$ cat src/rtl/length_prefixed_frame_receiver_unit_macros.svh
// Assertion macros shared by the frame receiver RTL.
// Each macro samples on clk and is disabled while rst_n is low.
`ifndef LENGTH_PREFIXED_FRAME_RECEIVER_UNIT_MACROS_SVH
`define LENGTH_PREFIXED_FRAME_RECEIVER_UNIT_MACROS_SVH

// Same-cycle implication.
`define LPFR_ASSERT_IMP(label, ante, cons) \
    label: assert property (@(posedge clk) disable iff (!rst_n) (ante) |-> (cons)) \
        else $error("frame receiver check failed");

// Next-cycle implication.
`define LPFR_ASSERT_NXT(label, ante, cons) \
    label: assert property (@(posedge clk) disable iff (!rst_n) (ante) |=> (cons)) \
        else $error("frame receiver check failed");

`endif

$ cat src/rtl/lpfr_pkg.sv
// Package for the length-prefixed frame receiver: codes, widths and shared types.
// No dependencies.
package lpfr_pkg;

    localparam int CMD_W        = 2;
    localparam int BYTE_W       = 8;
    localparam int STATUS_W     = 3;
    localparam int OUT_IDX_W    = 12;
    localparam int CFG_IDX_W    = 2;
    localparam int CFG_DATA_W   = 13;
    localparam int MAX_BODY_W   = 13;
    localparam int HCNT_W       = 4;
    localparam int HEADER_BYTES = 9;
    localparam int LEN_FIRST    = 5;
    localparam int LEN_ADJUST   = 4;

    localparam logic [BYTE_W-1:0]     MARKER_RESET   = 8'h5e;
    localparam logic [MAX_BODY_W-1:0] MAX_BODY_RESET = 13'd4096;

    // Input commands.
    localparam logic [CMD_W-1:0] CMD_DATA     = 2'd0;
    localparam logic [CMD_W-1:0] CMD_CLOSE    = 2'd1;
    localparam logic [CMD_W-1:0] CMD_LINK_ERR = 2'd2;

    // Result status codes.
    localparam logic [STATUS_W-1:0] STATUS_PROGRESS = 3'd0;
    localparam logic [STATUS_W-1:0] STATUS_CLOSED   = 3'd1;
    localparam logic [STATUS_W-1:0] STATUS_ERROR    = 3'd2;
    localparam logic [STATUS_W-1:0] STATUS_COMPLETE = 3'd3;
    localparam logic [STATUS_W-1:0] STATUS_SIZE_ERR = 3'd4;

    // Configuration register indexes.
    localparam logic [CFG_IDX_W-1:0] CFG_START_MARKER = 2'd0;
    localparam logic [CFG_IDX_W-1:0] CFG_MAX_BODY     = 2'd1;

    typedef enum logic [1:0] {
        OP_DATA     = 2'd0,
        OP_CLOSE    = 2'd1,
        OP_LINK_ERR = 2'd2,
        OP_IDLE     = 2'd3
    } lpfr_op_kind_t;

    typedef struct packed {
        lpfr_op_kind_t     kind;
        logic [BYTE_W-1:0] data;
    } lpfr_op_t;

    typedef struct packed {
        logic [STATUS_W-1:0]  status;
        logic                 body_valid;
        logic [BYTE_W-1:0]    body_byte;
        logic [OUT_IDX_W-1:0] body_index;
        logic [OUT_IDX_W-1:0] frame_length;
    } lpfr_result_t;

endpackage

$ cat src/rtl/lpfr_ifs.sv
// Channel interfaces of the frame receiver: byte input, result output, configuration.
// Depends on lpfr_pkg.
interface lpfr_in_if;
    import lpfr_pkg::*;
    logic              valid;
    logic              ready;
    logic [CMD_W-1:0]  cmd;
    logic [BYTE_W-1:0] data_byte;
    modport source (output valid, output cmd, output data_byte, input ready);
    modport sink (input valid, input cmd, input data_byte, output ready);
endinterface

interface lpfr_out_if;
    import lpfr_pkg::*;
    logic                 valid;
    logic                 ready;
    logic [STATUS_W-1:0]  status;
    logic                 body_valid;
    logic [BYTE_W-1:0]    body_byte;
    logic [OUT_IDX_W-1:0] body_index;
    logic [OUT_IDX_W-1:0] frame_length;
    modport source (output valid, output status, output body_valid, output body_byte,
                    output body_index, output frame_length, input ready);
    modport sink (input valid, input status, input body_valid, input body_byte,
                  input body_index, input frame_length, output ready);
endinterface

interface lpfr_cfg_if;
    import lpfr_pkg::*;
    logic                  valid;
    logic                  ready;
    logic [CFG_IDX_W-1:0]  index;
    logic [CFG_DATA_W-1:0] data;
    modport source (output valid, output index, output data, input ready);
    modport sink (input valid, input index, input data, output ready);
endinterface

$ cat src/rtl/lpfr_queue.sv
// Small first-in first-out queue of classified input operations.
// Depends on lpfr_pkg.
module lpfr_queue #(
    parameter int DEPTH = 2
) (
    input  logic               clk,
    input  logic               rst_n,
    input  logic               push,
    input  lpfr_pkg::lpfr_op_t push_op,
    output logic               full,
    input  logic               pop,
    output lpfr_pkg::lpfr_op_t pop_op,
    output logic               not_empty
);
    import lpfr_pkg::*;

    localparam int PTR_W = (DEPTH > 1) ? $clog2(DEPTH) : 1;
    localparam int CNT_W = $clog2(DEPTH + 1);
    localparam logic [PTR_W-1:0] LAST = PTR_W'(DEPTH - 1);

    lpfr_op_t         entry_reg [DEPTH];
    logic [PTR_W-1:0] wr_ptr_reg, wr_ptr_next;
    logic [PTR_W-1:0] rd_ptr_reg, rd_ptr_next;
    logic [CNT_W-1:0] count_reg, count_next;

    assign full      = (count_reg == CNT_W'(DEPTH));
    assign not_empty = (count_reg != '0);
    assign pop_op    = entry_reg[rd_ptr_reg];

    always_comb
    begin
        wr_ptr_next = wr_ptr_reg;
        rd_ptr_next = rd_ptr_reg;
        count_next  = count_reg;
        if (push)
        begin
            wr_ptr_next = (wr_ptr_reg == LAST) ? '0 : wr_ptr_reg + 1'b1;
        end
        if (pop)
        begin
            rd_ptr_next = (rd_ptr_reg == LAST) ? '0 : rd_ptr_reg + 1'b1;
        end
        if (push && !pop)
        begin
            count_next = count_reg + 1'b1;
        end
        else if (pop && !push)
        begin
            count_next = count_reg - 1'b1;
        end
    end

    always_ff @(posedge clk or negedge rst_n)
    begin
        if (!rst_n)
        begin
            wr_ptr_reg <= '0;
            rd_ptr_reg <= '0;
            count_reg  <= '0;
        end
        else
        begin
            wr_ptr_reg <= wr_ptr_next;
            rd_ptr_reg <= rd_ptr_next;
            count_reg  <= count_next;
        end
    end

    always_ff @(posedge clk)
    begin
        if (push)
        begin
            entry_reg[wr_ptr_reg] <= push_op;
        end
    end

endmodule

$ cat src/rtl/lpfr_front.sv
// Front end: accepts input items and classifies each command into a queue operation.
// Depends on lpfr_pkg and lpfr_ifs.
module lpfr_front (
    lpfr_in_if.sink            frame_in,
    input  logic               queue_full,
    output logic               push,
    output lpfr_pkg::lpfr_op_t push_op
);
    import lpfr_pkg::*;

    assign frame_in.ready = !queue_full;
    assign push           = frame_in.valid && !queue_full;

    always_comb
    begin
        push_op.data = frame_in.data_byte;
        case (frame_in.cmd)
            CMD_DATA:     push_op.kind = OP_DATA;
            CMD_CLOSE:    push_op.kind = OP_CLOSE;
            CMD_LINK_ERR: push_op.kind = OP_LINK_ERR;
            default:      push_op.kind = OP_IDLE;
        endcase
    end

endmodule

$ cat src/rtl/lpfr_back.sv
// Back end: header hunting, length check and body tracking, plus the result register.
// Depends on lpfr_pkg, lpfr_ifs and the assertion macro header.
`include "length_prefixed_frame_receiver_unit_macros.svh"

module lpfr_back #(
    parameter int BODY_LIMIT = 4096
) (
    input  logic               clk,
    input  logic               rst_n,
    input  logic               op_valid,
    input  lpfr_pkg::lpfr_op_t op,
    output logic               pop,
    lpfr_cfg_if.sink           cfg,
    lpfr_out_if.source         result_out
);
    import lpfr_pkg::*;

    localparam int CNT_W = $clog2(BODY_LIMIT);
    localparam int EXT_W = (CNT_W > OUT_IDX_W) ? CNT_W : OUT_IDX_W;

    typedef enum logic [2:0] {
        ST_HUNT   = 3'b001,
        ST_HEADER = 3'b010,
        ST_BODY   = 3'b100
    } lpfr_state_t;

    lpfr_state_t           state_reg, state_next;
    logic [HCNT_W-1:0]     hcount_reg, hcount_next;
    logic [23:0]           len_lo_reg, len_lo_next;
    logic [CNT_W-1:0]      expected_reg, expected_next;
    logic [CNT_W-1:0]      count_reg, count_next;
    logic [BYTE_W-1:0]     marker_reg;
    logic [MAX_BODY_W-1:0] max_body_reg;
    logic                  out_valid_reg, out_valid_next;
    lpfr_result_t          result_reg, result_next;

    logic [31:0]      len_word;
    logic [32:0]      len_sum;
    logic [CNT_W-1:0] count_inc;
    logic [CNT_W-1:0] new_expected;
    logic [EXT_W-1:0] expected_ext;
    logic [EXT_W-1:0] new_expected_ext;
    logic [EXT_W-1:0] count_ext;
    logic             size_bad;

    assign cfg.ready = 1'b1;
    assign pop       = op_valid && (!out_valid_reg || result_out.ready);

    // The length field is signed; the adjusted length is checked in 33 bits.
    assign len_word         = {op.data, len_lo_reg};
    assign len_sum          = {len_word[31], len_word} + 33'(LEN_ADJUST);
    assign size_bad         = len_sum[32]
                              || (len_sum[31:0] >= 32'(max_body_reg))
                              || (len_sum[31:0] >= 32'(BODY_LIMIT));
    assign new_expected     = len_sum[CNT_W-1:0];
    assign count_inc        = count_reg + 1'b1;
    assign expected_ext     = EXT_W'(expected_reg);
    assign new_expected_ext = EXT_W'(new_expected);
    assign count_ext        = EXT_W'(count_reg);

    always_comb
    begin
        state_next    = state_reg;
        hcount_next   = hcount_reg;
        len_lo_next   = len_lo_reg;
        expected_next = expected_reg;
        count_next    = count_reg;
        result_next   = '0;
        result_next.status = STATUS_PROGRESS;
        if (pop)
        begin
            case (op.kind)
                OP_CLOSE, OP_LINK_ERR:
                begin
                    result_next.status = (op.kind == OP_CLOSE) ? STATUS_CLOSED : STATUS_ERROR;
                    if (state_reg == ST_BODY)
                    begin
                        result_next.frame_length = expected_ext[OUT_IDX_W-1:0];
                    end
                    state_next  = ST_HUNT;
                    hcount_next = '0;
                end
                OP_DATA:
                begin
                    case (state_reg)
                        ST_BODY:
                        begin
                            result_next.body_valid   = 1'b1;
                            result_next.body_byte    = op.data;
                            result_next.body_index   = count_ext[OUT_IDX_W-1:0];
                            result_next.frame_length = expected_ext[OUT_IDX_W-1:0];
                            count_next               = count_inc;
                            if (count_inc >= expected_reg)
                            begin
                                result_next.status = STATUS_COMPLETE;
                                state_next         = ST_HUNT;
                                hcount_next        = '0;
                            end
                        end
                        ST_HUNT:
                        begin
                            if (op.data != marker_reg)
                            begin
                                result_next.status = STATUS_ERROR;
                            end
                            else
                            begin
                                state_next  = ST_HEADER;
                                hcount_next = HCNT_W'(1);
                            end
                        end
                        ST_HEADER:
                        begin
                            hcount_next = hcount_reg + 1'b1;
                            // Bytes 5 to 7 shift in from the top so byte 5 ends up lowest.
                            if (hcount_reg >= HCNT_W'(LEN_FIRST)
                                && hcount_reg < HCNT_W'(HEADER_BYTES - 1))
                            begin
                                len_lo_next = {op.data, len_lo_reg[23:8]};
                            end
                            if (hcount_reg == HCNT_W'(HEADER_BYTES - 1))
                            begin
                                hcount_next = '0;
                                if (size_bad)
                                begin
                                    result_next.status = STATUS_SIZE_ERR;
                                    state_next         = ST_HUNT;
                                end
                                else
                                begin
                                    expected_next            = new_expected;
                                    count_next               = '0;
                                    result_next.frame_length =
                                        new_expected_ext[OUT_IDX_W-1:0];
                                    if (new_expected == '0)
                                    begin
                                        result_next.status = STATUS_COMPLETE;
                                        state_next         = ST_HUNT;
                                    end
                                    else
                                    begin
                                        state_next = ST_BODY;
                                    end
                                end
                            end
                        end
                        default:
                        begin
                            state_next  = ST_HUNT;
                            hcount_next = '0;
                        end
                    endcase
                end
                default:
                begin
                end
            endcase
        end
    end

    always_comb
    begin
        if (pop)
        begin
            out_valid_next = 1'b1;
        end
        else if (result_out.ready)
        begin
            out_valid_next = 1'b0;
        end
        else
        begin
            out_valid_next = out_valid_reg;
        end
    end

    always_ff @(posedge clk or negedge rst_n)
    begin
        if (!rst_n)
        begin
            state_reg     <= ST_HUNT;
            hcount_reg    <= '0;
            len_lo_reg    <= '0;
            expected_reg  <= '0;
            count_reg     <= '0;
            marker_reg    <= MARKER_RESET;
            max_body_reg  <= MAX_BODY_RESET;
            out_valid_reg <= 1'b0;
        end
        else
        begin
            state_reg     <= state_next;
            hcount_reg    <= hcount_next;
            len_lo_reg    <= len_lo_next;
            expected_reg  <= expected_next;
            count_reg     <= count_next;
            out_valid_reg <= out_valid_next;
            if (cfg.valid && cfg.ready)
            begin
                case (cfg.index)
                    CFG_START_MARKER: marker_reg   <= cfg.data[BYTE_W-1:0];
                    CFG_MAX_BODY:     max_body_reg <= cfg.data[MAX_BODY_W-1:0];
                    default:
                    begin
                    end
                endcase
            end
        end
    end

    always_ff @(posedge clk)
    begin
        if (pop)
        begin
            result_reg <= result_next;
        end
    end

    assign result_out.valid        = out_valid_reg;
    assign result_out.status       = result_reg.status;
    assign result_out.body_valid   = result_reg.body_valid;
    assign result_out.body_byte    = result_reg.body_byte;
    assign result_out.body_index   = result_reg.body_index;
    assign result_out.frame_length = result_reg.frame_length;

    `LPFR_ASSERT_IMP(a_body_count_below_length, state_reg == ST_BODY, count_reg < expected_reg)
    `LPFR_ASSERT_IMP(a_header_count_range, state_reg == ST_HEADER,
                     hcount_reg >= HCNT_W'(1) && hcount_reg < HCNT_W'(HEADER_BYTES))
    `LPFR_ASSERT_IMP(a_hunt_count_clear, state_reg == ST_HUNT, hcount_reg == '0)
    `LPFR_ASSERT_NXT(a_pop_gives_result, pop, out_valid_reg)

endmodule

$ cat src/rtl/length_prefixed_frame_receiver_unit.sv
// Length-prefixed frame receiver top level: front end, operation queue, back end.
// Throughput is one byte or event per cycle while result_out is not stalled; every accepted
// item yields exactly one result. A result is offered after its item passes the queue register
// and then the result register of the back end.
// Reset (rst_n, asynchronous, active low) empties the queue and the result register,
// sets header hunting and loads start_marker 0x5e and max_body 4096.
module length_prefixed_frame_receiver_unit #(
    parameter int BODY_LIMIT  = 4096,
    parameter int QUEUE_DEPTH = 2
) (
    input logic        clk,
    input logic        rst_n,
    lpfr_in_if.sink    frame_in,
    lpfr_out_if.source result_out,
    lpfr_cfg_if.sink   cfg
);
    import lpfr_pkg::*;

    logic     queue_full;
    logic     push;
    lpfr_op_t push_op;
    logic     pop;
    lpfr_op_t pop_op;
    logic     op_valid;

    lpfr_front u_front (
        .frame_in   (frame_in),
        .queue_full (queue_full),
        .push       (push),
        .push_op    (push_op)
    );

    lpfr_queue #(
        .DEPTH (QUEUE_DEPTH)
    ) u_queue (
        .clk       (clk),
        .rst_n     (rst_n),
        .push      (push),
        .push_op   (push_op),
        .full      (queue_full),
        .pop       (pop),
        .pop_op    (pop_op),
        .not_empty (op_valid)
    );

    lpfr_back #(
        .BODY_LIMIT (BODY_LIMIT)
    ) u_back (
        .clk        (clk),
        .rst_n      (rst_n),
        .op_valid   (op_valid),
        .op         (pop_op),
        .pop        (pop),
        .cfg        (cfg),
        .result_out (result_out)
    );

endmodule

$ cat src/flat_wrapper.sv
// flat-port wrapper written by rule: the top's interface ports become plain ports
module length_prefixed_frame_receiver_unit_flat import lpfr_pkg::*;
#(
    parameter int BODY_LIMIT  = 4096,
    parameter int QUEUE_DEPTH = 2
)
  (clk, rst_n, frame_in_valid, frame_in_cmd, frame_in_data_byte, frame_in_ready, result_out_valid, result_out_status, result_out_body_valid, result_out_body_byte, result_out_body_index, result_out_frame_length, result_out_ready, cfg_valid, cfg_index, cfg_data, cfg_ready);
  lpfr_in_if frame_in_i ();
  lpfr_out_if result_out_i ();
  lpfr_cfg_if cfg_i ();
  input logic clk;
  input logic rst_n;
  input wire logic [$bits(frame_in_i.valid)-1:0] frame_in_valid;
  input wire logic [$bits(frame_in_i.cmd)-1:0] frame_in_cmd;
  input wire logic [$bits(frame_in_i.data_byte)-1:0] frame_in_data_byte;
  output wire logic [$bits(frame_in_i.ready)-1:0] frame_in_ready;
  output wire logic [$bits(result_out_i.valid)-1:0] result_out_valid;
  output wire logic [$bits(result_out_i.status)-1:0] result_out_status;
  output wire logic [$bits(result_out_i.body_valid)-1:0] result_out_body_valid;
  output wire logic [$bits(result_out_i.body_byte)-1:0] result_out_body_byte;
  output wire logic [$bits(result_out_i.body_index)-1:0] result_out_body_index;
  output wire logic [$bits(result_out_i.frame_length)-1:0] result_out_frame_length;
  input wire logic [$bits(result_out_i.ready)-1:0] result_out_ready;
  input wire logic [$bits(cfg_i.valid)-1:0] cfg_valid;
  input wire logic [$bits(cfg_i.index)-1:0] cfg_index;
  input wire logic [$bits(cfg_i.data)-1:0] cfg_data;
  output wire logic [$bits(cfg_i.ready)-1:0] cfg_ready;
  assign frame_in_i.valid = frame_in_valid;
  assign frame_in_i.cmd = frame_in_cmd;
  assign frame_in_i.data_byte = frame_in_data_byte;
  assign frame_in_ready = frame_in_i.ready;
  assign result_out_valid = result_out_i.valid;
  assign result_out_status = result_out_i.status;
  assign result_out_body_valid = result_out_i.body_valid;
  assign result_out_body_byte = result_out_i.body_byte;
  assign result_out_body_index = result_out_i.body_index;
  assign result_out_frame_length = result_out_i.frame_length;
  assign result_out_i.ready = result_out_ready;
  assign cfg_i.valid = cfg_valid;
  assign cfg_i.index = cfg_index;
  assign cfg_i.data = cfg_data;
  assign cfg_ready = cfg_i.ready;
  length_prefixed_frame_receiver_unit #(.BODY_LIMIT(BODY_LIMIT), .QUEUE_DEPTH(QUEUE_DEPTH)) u_core (.clk(clk), .rst_n(rst_n), .frame_in(frame_in_i), .result_out(result_out_i), .cfg(cfg_i));
endmodule
$ cat config.mk
export PLATFORM = sky130hd
export DESIGN_NAME = length_prefixed_frame_receiver_unit_flat
export DESIGN_NICKNAME = d
export VERILOG_FILES = /design/src/rtl/lpfr_pkg.sv /design/src/rtl/lpfr_ifs.sv /design/src/rtl/lpfr_queue.sv /design/src/rtl/lpfr_front.sv /design/src/rtl/lpfr_back.sv /design/src/rtl/length_prefixed_frame_receiver_unit.sv /design/src/flat_wrapper.sv
export VERILOG_INCLUDE_DIRS = /design/src /design/src/rtl
export SDC_FILE = /design/constraint.sdc
export NUM_CORES = 1
export LEC_CHECK = 0
export CAP_MARGIN = 10
export CELL_PAD_IN_SITES_DETAIL_PLACEMENT = 0
export CELL_PAD_IN_SITES_GLOBAL_PLACEMENT = 1
export CORE_MARGIN = 5
export CORE_UTILIZATION = 55
export CTS_BUF_LIST = sky130_fd_sc_hd__clkbuf_16
export CTS_CLUSTER_SIZE = 14
export DETAILED_ROUTE_END_ITERATION = 8
export DONT_BUFFER_PORTS = 1
export PLACE_DENSITY_LB_ADDON = 0.08
export RECOVER_POWER = 100
export SYNTH_ARGS = -nofsm -noshare
export SYNTH_HDL_FRONTEND = slang
export SYNTH_HIERARCHICAL = 1
export SYNTH_SLANG_ARGS = --single-unit
$ cat constraint.sdc
create_clock -name clk -period 10.9 [get_ports clk]
set_clock_uncertainty 0.15 [all_clocks]
set_input_delay 1.09 -clock clk [delete_from_list [all_inputs] [get_ports clk]]
set_output_delay 1.09 -clock clk [all_outputs]
set_load 0.03 [all_outputs]
==> results of run 1 <==
==> area by class of cell <==
cell class,count,area (sq um)
inverters,51,191
multi-input cells,407,3160
flip-flops and latches,137,3720
fillers,1115,5240
clock buffers,19,475
repair buffers,5,26.3
clock inverters,13,103
well taps,176,220
==> critical path, cell delays in order, from the launching register on <==
cell and delay [ps]:
dfrtp_1 470, nand4_1 300, nor3_1 480, nand3_1 160, xnor2_1 270, ha_1 310, a21oi_1 150, o21ai_0 120
a22o_1 190, or4_2 530, nor4_1 540, nand3_2 220, nor3_1 1430, mux2_1 400
==> placed cells by master (no fill, tap or decap), types with 5 or more instances in the layout <==
cell type,synthesis,routed
nor2_1,18,18
nand3_1,15,15
mux2_4,9,8
mux2_2,45,45
dfstp_2,7,7
edfxtp_1,56,56
o21ai_0,10,19
nor4_1,25,25
xnor2_1,20,20
clkbuf_16,0,19
a21oi_1,13,13
mux2i_1,5,5
a22o_1,13,13
nand4_1,13,14
nand2b_1,7,7
mux2_1,11,12
ha_1,33,33
inv_1,51,53
nand2_1,39,39
nor2b_1,5,5
xor2_1,16,16
a21o_1,5,5
nor3_1,13,15
and2_0,0,8
dfrtp_1,74,74
and3_1,8,8
==> synth_stat cells (4+ instances only) <==
master	count	area, sq um
xnor2_1	20	175
a21o_1	5	37.5
a22o_1	13	114
o21ai_2	9	78.8
buf_4	9	67.6
nor3_1	13	65.1
mux2_2	45	507
ha_1	33	413
dfrtp_1	74	1850
nand2_1	39	146
nand2b_1	7	43.8
mux2_1	11	124
nor2b_1	5	31.3
nand4_1	13	81.3
mux2i_1	5	50.1
nor4_1	25	156
xor2_1	16	140
mux2_4	9	135
o22ai_1	4	25.0
and2_1	11	68.8
a211oi_1	4	30.0
dfstp_2	7	184
a31oi_1	4	25.0
and3_1	8	50.1
nand3b_1	4	30.0
o21ai_0	10	50.1
buf_2	4	20.0
clkbuf_1	16	60.1
edfxtp_1	56	1680
a21oi_1	13	65.1
inv_1	51	191
nor2_1	18	67.6
nand3_1	15	75.1
==> metal layers <==
metal	up-vias	wire (um)
met4	0	244
met1	2337	6930
li1	2254	-
met2	107	7510
met5	-	0
met3	18	775
==> kinds of logic (layout without fill, tap and decap cells) <==
family,after synthesis,in the layout
simple gates,183,183
flops,137,137
buf+inv,86,88
compound gates,83,83
mux,71,71
xor+xnor,36,36
fa+ha+maj,33,33
other cells,1,1
==> worst min path at each step <==
stage | slack (ps) | end | startpoint
2_1_floorplan | 300 | u_core/u_queue/count_reg[1] | u_core/u_queue/count_reg[1]
3_3_place_gp | 310 | u_core/u_queue/count_reg[1] | u_core/u_queue/count_reg[1]
3_5_place_dp | 330 | u_core/u_queue/wr_ptr_reg | u_core/u_queue/wr_ptr_reg
4_1_cts | 200 | u_core/u_back/marker_reg[5] | rst_n
5_1_grt | 190 | u_core/u_back/max_body_reg[11] | rst_n
6_report | 210 | u_core/u_back/expected_ext[3] | rst_n
==> power breakdown <==
part | internal, uW | leakage (uW) | switching (uW) | total (uW)
Sequential | 660 | 0.00153 | 152 | 812
Combinational | 116 | 0.00143 | 196 | 311
Clock | 337 | 0.000290 | 212 | 549
==> per-stage QoR <==
stage                util  area [sq um]
floorplan               -          7340
global placement    0.564          7410
detailed placement  0.564          7410
CTS                 0.608          7990
global route        0.601          7900
finish              0.601          7900
==> flow_metrics.env, run 1 <==
export IMPL_reg2reg_setup_slack_ps=5030
export IMPL_drc_errors=0
export IMPL_hold_viol_final=0
export IMPL_clk_path_buf_depth=2
export IMPL_worst_pin_slew_ps=2190
export IMPL_cp_end_kind="register"
export IMPL_total_power_uw=1670
export IMPL_final_max_slew_viol_count=55
export IMPL_synth_cells=630
export IMPL_startpoint_type="register"
export IMPL_r2r_end="u_core/u_back/expected_ext[9]"
export IMPL_synth_simple_area_share=0.145
export IMPL_met1_usage=0.267
export IMPL_antenna_found_initial=0
export IMPL_grt_first_pass_wirelength_mm=25.3
export IMPL_whs_ps=214
export IMPL_start_util=0.559
export IMPL_post_place_ws_ps=6300
export IMPL_fmax_ghz=0.170
export IMPL_cts_root_buf="clkbuf_16"
export IMPL_cts_resized_gates=0
export IMPL_hpwl_mm=11.2
export IMPL_grt_pass1_vias=4818
export IMPL_cp_max_fo=12
export IMPL_synth_mux_area_frac=0.113
export IMPL_violations="capacitance limit, slew limit"
export IMPL_largest_reg_flops=24
export IMPL_reg2reg_depth=13
export IMPL_gp_congestion=0.841
export IMPL_cts_sinks=137
export IMPL_drive_gt1_frac=0.168
export IMPL_wl_per_cell_um=19.1
export IMPL_synth_edf_count=56
export IMPL_status="finished with violations"
export IMPL_syn_num_nets=693
export IMPL_drt_iter0_drc=325
export IMPL_fin_nets=682
export IMPL_n_antenna_cell=0
export IMPL_cts_reportedPaths_clkPinSlew_ps=60
export IMPL_seq_area_frac_synth=0.507
export IMPL_htree_levels=4
export IMPL_dp_cells=776
export IMPL_ys_flop_type="dfrtp_1"
export IMPL_synth_top_family_by_area="simple AND/OR/NAND/NOR gates"
export IMPL_grt_use_total=0.203
export IMPL_leakage_uw=0.00325
export IMPL_wl_mm=15.5
export IMPL_setup_ws_ps=5030
export IMPL_antenna_left=0
export IMPL_fp_dieArea_sq_um=15800
export IMPL_crit_arrival_ps=6020
export IMPL_yosysUniqueCellTypes=67
export IMPL_die_w_um=126
export IMPL_min_path_type="input pin to async pin"
export IMPL_setup_viol=0
export IMPL_cts_hold_fix_buffers=0
export IMPL_syn_to_final_growth_pct=7.60
export IMPL_peakVddDrop_v=0.000136
export IMPL_clk_latency_ps=420
export IMPL_grt_max_degree=82
export IMPL_max_cap_viol_count=3
export IMPL_fin_cells=808
export IMPL_timing_final_crit_share=0.539
export IMPL_portBuffers=0
export IMPL_yosysWarnings=6
export IMPL_ys_seq_elements=137
export IMPL_coreArea_sq_um=13100
export IMPL_use_met3=0.0593
export IMPL_numCtsBuffers=17
export IMPL_cts_setup_buffers=0
export IMPL_cts_tree="yes"
export IMPL_path_class="register to register"
export IMPL_async_flop_share=0.591
export IMPL_overflow=0
export IMPL_worstPathRequired_ps=11050
export IMPL_vias_per_cell=5.84
export IMPL_die_y_um=126
export IMPL_top_usage_layer="met2"
export IMPL_fin_crit_ps=5870
export IMPL_syn_area_sq_um=7340
export IMPL_io_pins=69
export IMPL_powerDensity_nw_per_um2=212
export IMPL_synthXorXnorAreaFrac=0.0430
export IMPL_max_slew_margin=-0.462
export IMPL_met2_usage=0.328
export IMPL_endpoint="u_core/u_back/expected_ext[9]"
export IMPL_num_vias=4716
export IMPL_avgSynthCellArea_sq_um=11.6
export IMPL_finalSetupTns_ps=0
export IMPL_row_count=42
export IMPL_grt_setup_unrepaired="no"
export IMPL_drt_first_pass_iters=5
export IMPL_crit_path_start="u_core/u_back/len_lo_reg[4]"
export IMPL_synth_compound_area_frac=0.0835
export IMPL_r2r_start="u_core/u_back/len_lo_reg[4]"
export IMPL_synthAdderAreaFrac=0.0563
(Power assumes the default switching activity.)
==> inputs of run 2 (changes only) <==
CORE_UTILIZATION = 47   (was 55)
clock period = 5.3 ns   (was 10.9 ns; I/O delays follow)
==> flow_metrics.env, run 2 (synthesis gave the netlist of run 1 again) <==
export IMPL_layout_common_cells="74 x dfrtp_1, 56 x edfxtp_1, 51 x inv_1"
export IMPL_p_comb_frac=0.188
export IMPL_antenna_found_initial=0
export IMPL_worst_path_largest_cell_delay_ps=640
export IMPL_worstHoldStart="frame_in_data_byte[2]"
export IMPL_leakage_uw=0.00326
export IMPL_portBuffers=0
export IMPL_hold_viol_final=0
export IMPL_cts_resized_gates=0
export IMPL_clk_path_buf_depth=2
export IMPL_r2r_end="u_core/u_back/expected_ext[3]"
export IMPL_fin_crit_ps=4620
export IMPL_reg2reg_depth=13
export IMPL_crit_cells=13
export IMPL_finalSetupTns_ps=0
export IMPL_cts_reportedPaths_clkPinSlew_ps=60
export IMPL_fin_cells=848
export IMPL_total_power_uw=3530
export IMPL_syn_to_final_growth_pct=9.02
export IMPL_hold_depth=0
export IMPL_slowest_stage="nor3_4"
export IMPL_max_slew_margin=-0.507
export IMPL_peakVddDrop_v=0.000294
export IMPL_grt_setup_unrepaired="no"
export IMPL_largest_reg_flops=24
export IMPL_clk_latency_ps=420
export IMPL_final_common_cell="dfrtp_1"
export IMPL_timing_final_crit_share=0.872
export IMPL_crit_arrival_ps=4760
export IMPL_hpwl_mm=11.7
export IMPL_cts_tree="yes"
export IMPL_overflow=0
export IMPL_die_y_um=135
export IMPL_final_max_slew_viol_count=150
export IMPL_grt_pass1_vias=4650
export IMPL_power_share_sequential=0.473
export IMPL_wl_per_cell_um=19.1
export IMPL_drive_gt1_frac=0.170
export IMPL_numCtsBuffers=17
export IMPL_p_int_uw=2340
export IMPL_worstHoldEndpoint="u_core/u_queue/entry_reg[1][2]"
export IMPL_drt_first_pass_iters=5
export IMPL_num_vias=4695
export IMPL_start_util=0.481
export IMPL_powerDensity_nw_per_um2=441
export IMPL_violations="capacitance limit, slew limit"
export IMPL_reg2reg_setup_slack_ps=680
export IMPL_vias_per_cell=5.54
export IMPL_status="finished with violations"
export IMPL_die_w_um=135
export IMPL_net_switching_power_uw=1190
export IMPL_swShare=0.338
export IMPL_io_pins=69
export IMPL_gp_congestion=0.872
export IMPL_dp_cells=813
export IMPL_grt_use_total=0.186
export IMPL_cpLargestDelayFamily="simple AND/OR/NAND/NOR gates"
export IMPL_fp_dieArea_sq_um=18200
export IMPL_crit_chain="nand4_1, nor3_1, nand3_1, xnor2_1, ha_1, a21oi_1, o21ai_0, a22o_1, or4_4, nor4_4, nand3_1, nor3_4, mux2_1"
export IMPL_fmax_ghz=0.216
export IMPL_cts_sinks=137
export IMPL_cp_num_buf_inv=0
export IMPL_cp_max_fo=12
export IMPL_max_cap_viol_count=3
export IMPL_drc_errors=0
export IMPL_drt_iter0_drc=283
export IMPL_fin_nets=687
export IMPL_grt_first_pass_wirelength_mm=25.9
export IMPL_path_class="register to register"
export IMPL_setup_viol=0
export IMPL_grt_max_degree=82
export IMPL_cts_root_buf="clkbuf_16"
export IMPL_min_path_type="input pin to register"
export IMPL_startpoint_type="register"
export IMPL_r2r_start="u_core/u_back/len_lo_reg[4]"
export IMPL_wl_mm=16.2
export IMPL_cp_end_kind="register"
export IMPL_p_clk_frac=0.339
export IMPL_crit_top_cell="nand3_1"
export IMPL_worstPathRequired_ps=5440
export IMPL_row_count=45
export IMPL_antenna_left=0
export IMPL_coreArea_sq_um=15300
export IMPL_htree_levels=4
export IMPL_worst_pin_slew_ps=2260
export IMPL_n_antenna_cell=0
-- run 2: power groups by stage --
stage | Combinational, uW | Sequential (uW) | Clock (uW)
final | 663 | 1670 | 1200
after global routing | 741 | 1700 | 1270
after CTS | 702 | 1670 | 1220
after detailed placement | 680 | 1690 | 0
after global placement | 668 | 1690 | 0
after floorplan | 561 | 1620 | 0
-- run 2: worst max-delay path by stage --
| stage | startpoint | end | slack (ps) |
|---|---|---|---|
| finish | u_core/u_back/len_lo_reg[4] | u_core/u_back/expected_ext[3] | 680 |
| global route | u_core/u_back/len_lo_reg[4] | u_core/u_back/expected_ext[3] | 310 |
| CTS | u_core/u_back/len_lo_reg[4] | u_core/u_back/expected_ext[3] | 790 |
| detailed placement | u_core/u_back/len_lo_reg[4] | u_core/u_back/expected_ext[3] | 810 |
| global placement | u_core/u_back/len_lo_reg[4] | u_core/u_back/expected_ext[4] | 990 |
| floorplan | u_core/u_back/len_lo_reg[4] | u_core/u_back/expected_ext[9] | 1520 |
-- run 2: cell type report --
cell class	count	area (sq um)
Clock buffer	17	425
Clock inverter	15	175
Sequential cell	137	3720
Multi-Input combinational cell	407	3170
Timing Repair Buffer	10	56.3
Tap cell	211	264
Fill cell	1350	7260
Inverter	51	191
-- run 2: per-stage QoR --
step | util | hold slack (ps) | area (sq um) | setup WS, ps
2_1_floorplan | - | 84.4 | 7340 | 1520
3_3_place_gp | 0.490 | 88.5 | 7470 | 994
3_5_place_dp | 0.490 | 87.6 | 7470 | 809
4_1_cts | 0.532 | 39.9 | 8110 | 791
5_1_grt | 0.524 | 32.5 | 8000 | 309
6_report | 0.524 | 56.9 | 8000 | 681
-- run 2: routing by layer --
layer | wire (um) | GRT usage
met3 | 685 | 0.0443
met2 | 7890 | 0.296
met4 | 178 | 0.0627
met1 | 7470 | 0.253
met5 | 0 | 0
-- run 2: repair_timing --
action	in CTS	in global routing
buffers inserted	0	0
hold buffers	2	0
endpoints found under the hold margin	81	0
